`src/rtl/nsag_pkg.sv`:
```
// Shared constants, register codes and handshake-side status types for the
// strided index address generator. No dependencies.
`default_nettype none

package nsag_pkg;

    localparam int FIELD_DIMS   = 4;   // index fields carried on the ports
    localparam int FSEL_W       = 2;   // selects one of FIELD_DIMS size registers
    localparam int IDX_W        = 12;  // start and current index fields
    localparam int SIZE_W       = 13;  // dimension size registers
    localparam int DIMS_W       = 3;   // dims_in_use register
    localparam int ADDR_W       = 48;  // linear address
    localparam int CFG_IDX_W    = 3;
    localparam int DEF_MAX_DIMS = 4;
    localparam int DEF_DIM_BITS = 12;

    typedef enum logic [CFG_IDX_W-1:0] {
        CFG_DIMS_IN_USE = 3'd0,
        CFG_DIM_SIZE_0  = 3'd1,
        CFG_DIM_SIZE_1  = 3'd2,
        CFG_DIM_SIZE_2  = 3'd3,
        CFG_DIM_SIZE_3  = 3'd4,
        CFG_TRANSPOSED  = 3'd5
    } cfg_reg_t;

    typedef enum logic {
        OP_ADVANCE = 1'b0,
        OP_LOAD    = 1'b1
    } op_t;

    // Walk geometry status from the configuration block
    typedef struct packed {
        logic                  busy;
        logic [FIELD_DIMS-1:0] active;
    } geom_t;

    // Per-request status travelling down the address pipeline
    typedef struct packed {
        logic valid;
        logic done;
        logic err;
    } item_stat_t;

endpackage

`default_nettype wire

```
`src/rtl/nsag_geometry.sv`:
```
// Configuration registers and the stride sequencer: one multiply per dimension
// builds the walk sizes and row-major strides after every register write.
// Depends on nsag_pkg.
`default_nettype none

module nsag_geometry #(
    parameter int LANES    = nsag_pkg::DEF_MAX_DIMS,
    parameter int DIM_BITS = nsag_pkg::DEF_DIM_BITS
) (
    input  logic                           clk,
    input  logic                           rst_n,
    input  logic                           cfg_wr,
    input  logic [nsag_pkg::CFG_IDX_W-1:0] cfg_index,
    input  logic [nsag_pkg::SIZE_W-1:0]    cfg_data,
    output nsag_pkg::geom_t                geom,
    output logic [nsag_pkg::SIZE_W-1:0]    wsize   [LANES],
    output logic [nsag_pkg::ADDR_W-1:0]    wstride [LANES]
);

    import nsag_pkg::*;

    localparam int CAP_INT = (DIM_BITS >= SIZE_W) ? ((1 << SIZE_W) - 1) : (1 << DIM_BITS);
    localparam logic [SIZE_W-1:0] SIZE_CAP = SIZE_W'(CAP_INT);
    localparam logic [DIMS_W-1:0] LANES_D  = DIMS_W'(LANES);

    logic [DIMS_W-1:0] dims_reg;
    logic [SIZE_W-1:0] size_reg [FIELD_DIMS];
    logic              transposed_reg;
    logic [DIMS_W-1:0] cnt_reg;
    logic [ADDR_W-1:0] acc_reg;
    logic [SIZE_W-1:0] wsize_reg   [LANES];
    logic [ADDR_W-1:0] wstride_reg [LANES];

    logic [DIMS_W-1:0] n_dims;
    logic [DIMS_W-1:0] step_idx;
    logic [DIMS_W-1:0] target;
    logic [SIZE_W-1:0] raw_size;
    logic [SIZE_W-1:0] eff_size;
    logic              step_live;

    always_comb
    begin
        if (dims_reg == '0)
            n_dims = DIMS_W'(1);
        else if (dims_reg > LANES_D)
            n_dims = LANES_D;
        else
            n_dims = dims_reg;
    end

    // Walk from the innermost original dimension outwards
    assign step_idx  = cnt_reg - DIMS_W'(1);
    assign raw_size  = size_reg[step_idx[FSEL_W-1:0]];
    assign eff_size  = (raw_size == '0) ? SIZE_W'(1) :
                       (raw_size > SIZE_CAP) ? SIZE_CAP : raw_size;
    assign step_live = (cnt_reg != '0) && (step_idx < n_dims);
    assign target    = transposed_reg ? (n_dims - DIMS_W'(1) - step_idx) : step_idx;

    always_ff @(posedge clk or negedge rst_n)
    begin
        if (!rst_n)
        begin
            dims_reg       <= DIMS_W'(1);
            transposed_reg <= 1'b0;
            for (int i = 0; i < FIELD_DIMS; i++)
                size_reg[i] <= SIZE_W'(1);
        end
        else if (cfg_wr)
        begin
            unique case (cfg_reg_t'(cfg_index))
                CFG_DIMS_IN_USE: dims_reg       <= cfg_data[DIMS_W-1:0];
                CFG_DIM_SIZE_0:  size_reg[0]    <= cfg_data;
                CFG_DIM_SIZE_1:  size_reg[1]    <= cfg_data;
                CFG_DIM_SIZE_2:  size_reg[2]    <= cfg_data;
                CFG_DIM_SIZE_3:  size_reg[3]    <= cfg_data;
                CFG_TRANSPOSED:  transposed_reg <= cfg_data[0];
                default:         ;
            endcase
        end
    end

    // Restart the sequence on every write
    always_ff @(posedge clk or negedge rst_n)
    begin
        if (!rst_n)
        begin
            cnt_reg <= '0;
            acc_reg <= ADDR_W'(1);
        end
        else if (cfg_wr)
        begin
            cnt_reg <= LANES_D;
            acc_reg <= ADDR_W'(1);
        end
        else if (cnt_reg != '0)
        begin
            cnt_reg <= cnt_reg - DIMS_W'(1);
            if (step_live)
                acc_reg <= acc_reg * ADDR_W'(eff_size);
        end
    end

    for (genvar k = 0; k < LANES; k++)
    begin : g_lane
        always_ff @(posedge clk or negedge rst_n)
        begin
            if (!rst_n)
            begin
                wsize_reg[k]   <= SIZE_W'(1);
                wstride_reg[k] <= (k == 0) ? ADDR_W'(1) : '0;
            end
            else if (step_live && (target == DIMS_W'(k)))
            begin
                wsize_reg[k]   <= eff_size;
                wstride_reg[k] <= acc_reg;
            end
        end
        assign wsize[k]   = wsize_reg[k];
        assign wstride[k] = wstride_reg[k];
    end

    for (genvar k = 0; k < FIELD_DIMS; k++)
    begin : g_active
        if (k < LANES)
        begin : g_used
            assign geom.active[k] = (k == 0) || (dims_reg > DIMS_W'(k));
        end
        else
        begin : g_unused
            assign geom.active[k] = 1'b0;
        end
    end

    assign geom.busy = (cnt_reg != '0);

endmodule

`default_nettype wire

```
`config.mk`:
```
export PLATFORM = sky130hd
export DESIGN_NAME = nsag_geometry
export DESIGN_NICKNAME = d
export VERILOG_FILES = /design/src/rtl/nsag_pkg.sv /design/src/rtl/nsag_geometry.sv
export SDC_FILE = /design/constraint.sdc
export NUM_CORES = 2
export LEC_CHECK = 0
export ABC_AREA = 1
export BUFFER_PORTS_ARGS = -buffer_cell sky130_fd_sc_hd__buf_2
export CAP_MARGIN = 20
export CORE_UTILIZATION = 60
export CTS_CLUSTER_DIAMETER = 50
export DETAILED_ROUTE_END_ITERATION = 8
export GPL_TIMING_DRIVEN = 0
export PLACE_DENSITY = 0.8
export SYNTH_ARGS = -nofsm -noshare
export SYNTH_HDL_FRONTEND = slang
export SYNTH_SLANG_ARGS = --single-unit
export TNS_END_PERCENT = 10
```
`constraint.sdc`:
```
create_clock -name clk -period 9.84 [get_ports clk]
set_clock_uncertainty 0.05 [all_clocks]
set_input_delay 1.968 -clock clk [delete_from_list [all_inputs] [get_ports clk]]
set_output_delay 1.968 -clock clk [all_outputs]
set_load 0.02 [all_outputs]
```
==> results.tsv <==
metric	value	unit
status	finished, final reports clean	
rsz0062_at_grt	no	
drc	0	
synthCells	3507	
dp.cells	4392	
synth_area_leaders	fa_1, dfrtp_1, nand2_1	
comb_power_share	65.6	%
fin_nets	4353	
rows	80	
grt_first_pass_wirelength	145000	um
die_area	50000	sq um
synth.top_cell.area_share	29.5	%
power.leakage	17.0	nW
die_h	224	um
drive_gt1_share	10.5	%
worst-setup-path-type	reg -> reg	
crit_top_cell	inv_1	
fin_cells	4480	
ys.flop_type	dfrtp_1	
ys_warn_count	0	
finalSetupViolCount	0	
postCtsSetupBuffers	0	
ys_ff_latch	351	
num_vias	25500	
max_freq	107	MHz
clockBufferDepth	3	
initial_core_util	61.3	%
place.port_buffers	266	
syn_area_per_cell	8.40	sq um
cp.arrival	9730	ps
finalInstanceArea	33300	sq um
routed_wl	93100	um
path_clk_slew	60	ps
slew_headroom	15.1	%
ys_seq_area_share	29.9	%
hold_class	reg -> reg	
critical-path-max-stage-delay	560	ps
io_pins	268	
vias_per_cell	5.70	
core_area	48000	sq um
power_frac_seq	19.1	%
grt_start_max_net_pins	126	
ant_nets	0	
hold_viol	0	
gp_congestion	0.962	
place_ws	784	ps
synth_cell_types	41	
cts-root-buf	clkbuf_16	
clock-sinks	351	
multi_input_area	17300	sq um
cts_tree	done	
fillers	3855	
yosysTopAreaCell	fa_1	
track_usage	38.5	%
cp.required	10240	ps
area_growth	12.9	%
synth_edf_count	0	
p_clk_share	15.3	%
switching_share	56.1	%
firstDrtPassIters	6	
synth_nets	4034	
ir_drop	0.213	mV
p_switching	6.37	mW
min_period	9330	ps
tightest_slew	1270	ps
whs	424	ps
seq_area	8800	sq um
grt_pass1_vias	25400	
fin_crit_sh	94.8	%
post_drt_wl_per_cell	20.8	um
gr-total-overflow	0	
cts_made_buffers	46	
p_per_area	341	nW/um^2
htree_num_levels	2	
dr.first_iter.drc_count	2547	
fin_ws	509	ps
insertion_delay	610	ps
async_flop_share	100	%
cp_max_fo	11	
end_kind	flop	
largest_register_ffs	192	
synth_area	29400	sq um
maxSlewViolCount	0	
critPathSlowestCell	fa_1	
fp.dieW	224	um
placed_area	31700	sq um
drv_cap	0	
worst_setup_path_start_kind	flop	
hpwl	69700	um
antenna_found_initial	1	
internal-power	4.99	mW
cts_resized	0	
ctsHoldBuffers	0	
[Yosys cell counts, types with 2 or more instances]
library cell	count
nor2_1	321
buf_1	9
fa_1	434
clkinv_1	7
a21boi_0	3
nor4_1	3
o221ai_1	2
o22ai_1	15
a21oi_1	93
nor2_2	4
buf_2	14
buf_4	3
and2_1	5
ha_1	74
inv_2	9
and3_1	2
nor2_4	3
nand2_1	797
o211ai_1	2
xnor2_1	6
nand3_1	64
xor2_1	5
o21a_1	8
nor3_1	2
dfrtp_1	340
a31oi_1	14
inv_1	670
o31ai_1	3
nand4_1	6
dfstp_2	11
nand2_2	5
clkbuf_1	160
a21o_1	6
o21ai_0	398
buf_6	3
[layout make-up]
class                   instances  area share, %
diodes                          2         0.0151
plain buffers                 189           2.29
clock buffers                  61           3.91
clock inverters                24          0.835
inverters                     686           7.74
multi-input cells            2281           52.1
flip-flops and latches        351           26.5
well taps                     615           2.31
repair buffers                271           4.37
[worst max-delay path: cells and delay by family (launching register included)]
kind | cells | cell delay [ps]
compound gates | 6 | 1390
fa+ha+maj | 7 | 3290
buf+inv | 16 | 2650
flops | 1 | 350
simple gates | 11 | 1410
[cells by family after synthesis]
kind of cell	after synthesis	share of synthesized area [%]
adder cells (fa/ha/maj)	508	32.6
AND/OR/NAND/NOR	1216	16.2
XOR/XNOR	11	0.327
AO/OA/AOI/OAI	545	9.61
flip-flops	351	29.9
buffers and inverters	875	11.3
other	1	0.0127
[routing by layer]
layer | part of all wire (%) | GRT usage (%) | vias up
met2 | 46 | 60.0 | 1479
met1 | 38 | 51.1 | 12700
met4 | 5.2 | 18.1 | 2
met5 | 0.0097 | 0 | -
met3 | 11 | 9.80 | 260
li1 | - | - | 11200
[placed cells by master (no fill, tap or decap), types with 7 or more instances in the layout]
cell type	n
clkbuf_16	47
a31oi_1	14
buf_2	279
nand2_1	797
dfrtp_1	340
inv_2	9
fa_1	434
nand3_1	64
nor2_1	321
a21oi_1	93
inv_1	670
clkbuf_8	8
dfstp_2	11
clkinv_1	7
o22ai_1	15
o21a_1	8
o21ai_0	398
clkbuf_1	167
ha_1	74
buf_1	9
[stage by stage]
step                      power, mW  utilization, %  setup TNS, ps
after global routing           12.1            69.2              0
final                          11.4            69.2              0
after global placement         9.19            65.7         -10440
after detailed placement       9.33            65.9              0
after CTS                      11.1            69.2              0
after floorplan                6.72               -              0
[power groups by stage]
stage          registers [mW]  logic (mW)  clock network (mW)
2_1_floorplan            2.54        4.17                   0
3_3_place_gp             2.17        7.02                   0
3_5_place_dp             2.17        7.16                   0
4_1_cts                  2.16        7.24                1.74
5_1_grt                  2.21        8.11                1.79
6_report                 2.17        7.45                1.73
[path summary, 6_finish.rpt]
path                            slack (ps)                     from  depth (start not counted)                        to
max in group asynchronous             7030                    rst_n                          3  wstride[129]$_DFFE_PN0P_
worst max-delay path                   510   cnt_reg[0]$_DFFE_PN0P_                         40   acc_reg[46]$_DFFE_PN0P_
worst max register to register         510   cnt_reg[0]$_DFFE_PN0P_                         40   acc_reg[46]$_DFFE_PN0P_
worst min-delay path                   420  wstride[14]$_DFFE_PN0P_                          2   wstride[14]$_DFFE_PN0P_
worst min register to register         420  wstride[14]$_DFFE_PN0P_                          2   wstride[14]$_DFFE_PN0P_
min in group asynchronous             1250                    rst_n                          1     wsize[18]$_DFFE_PN0P_
No activity file was read; power rests on OpenSTA's default activity.
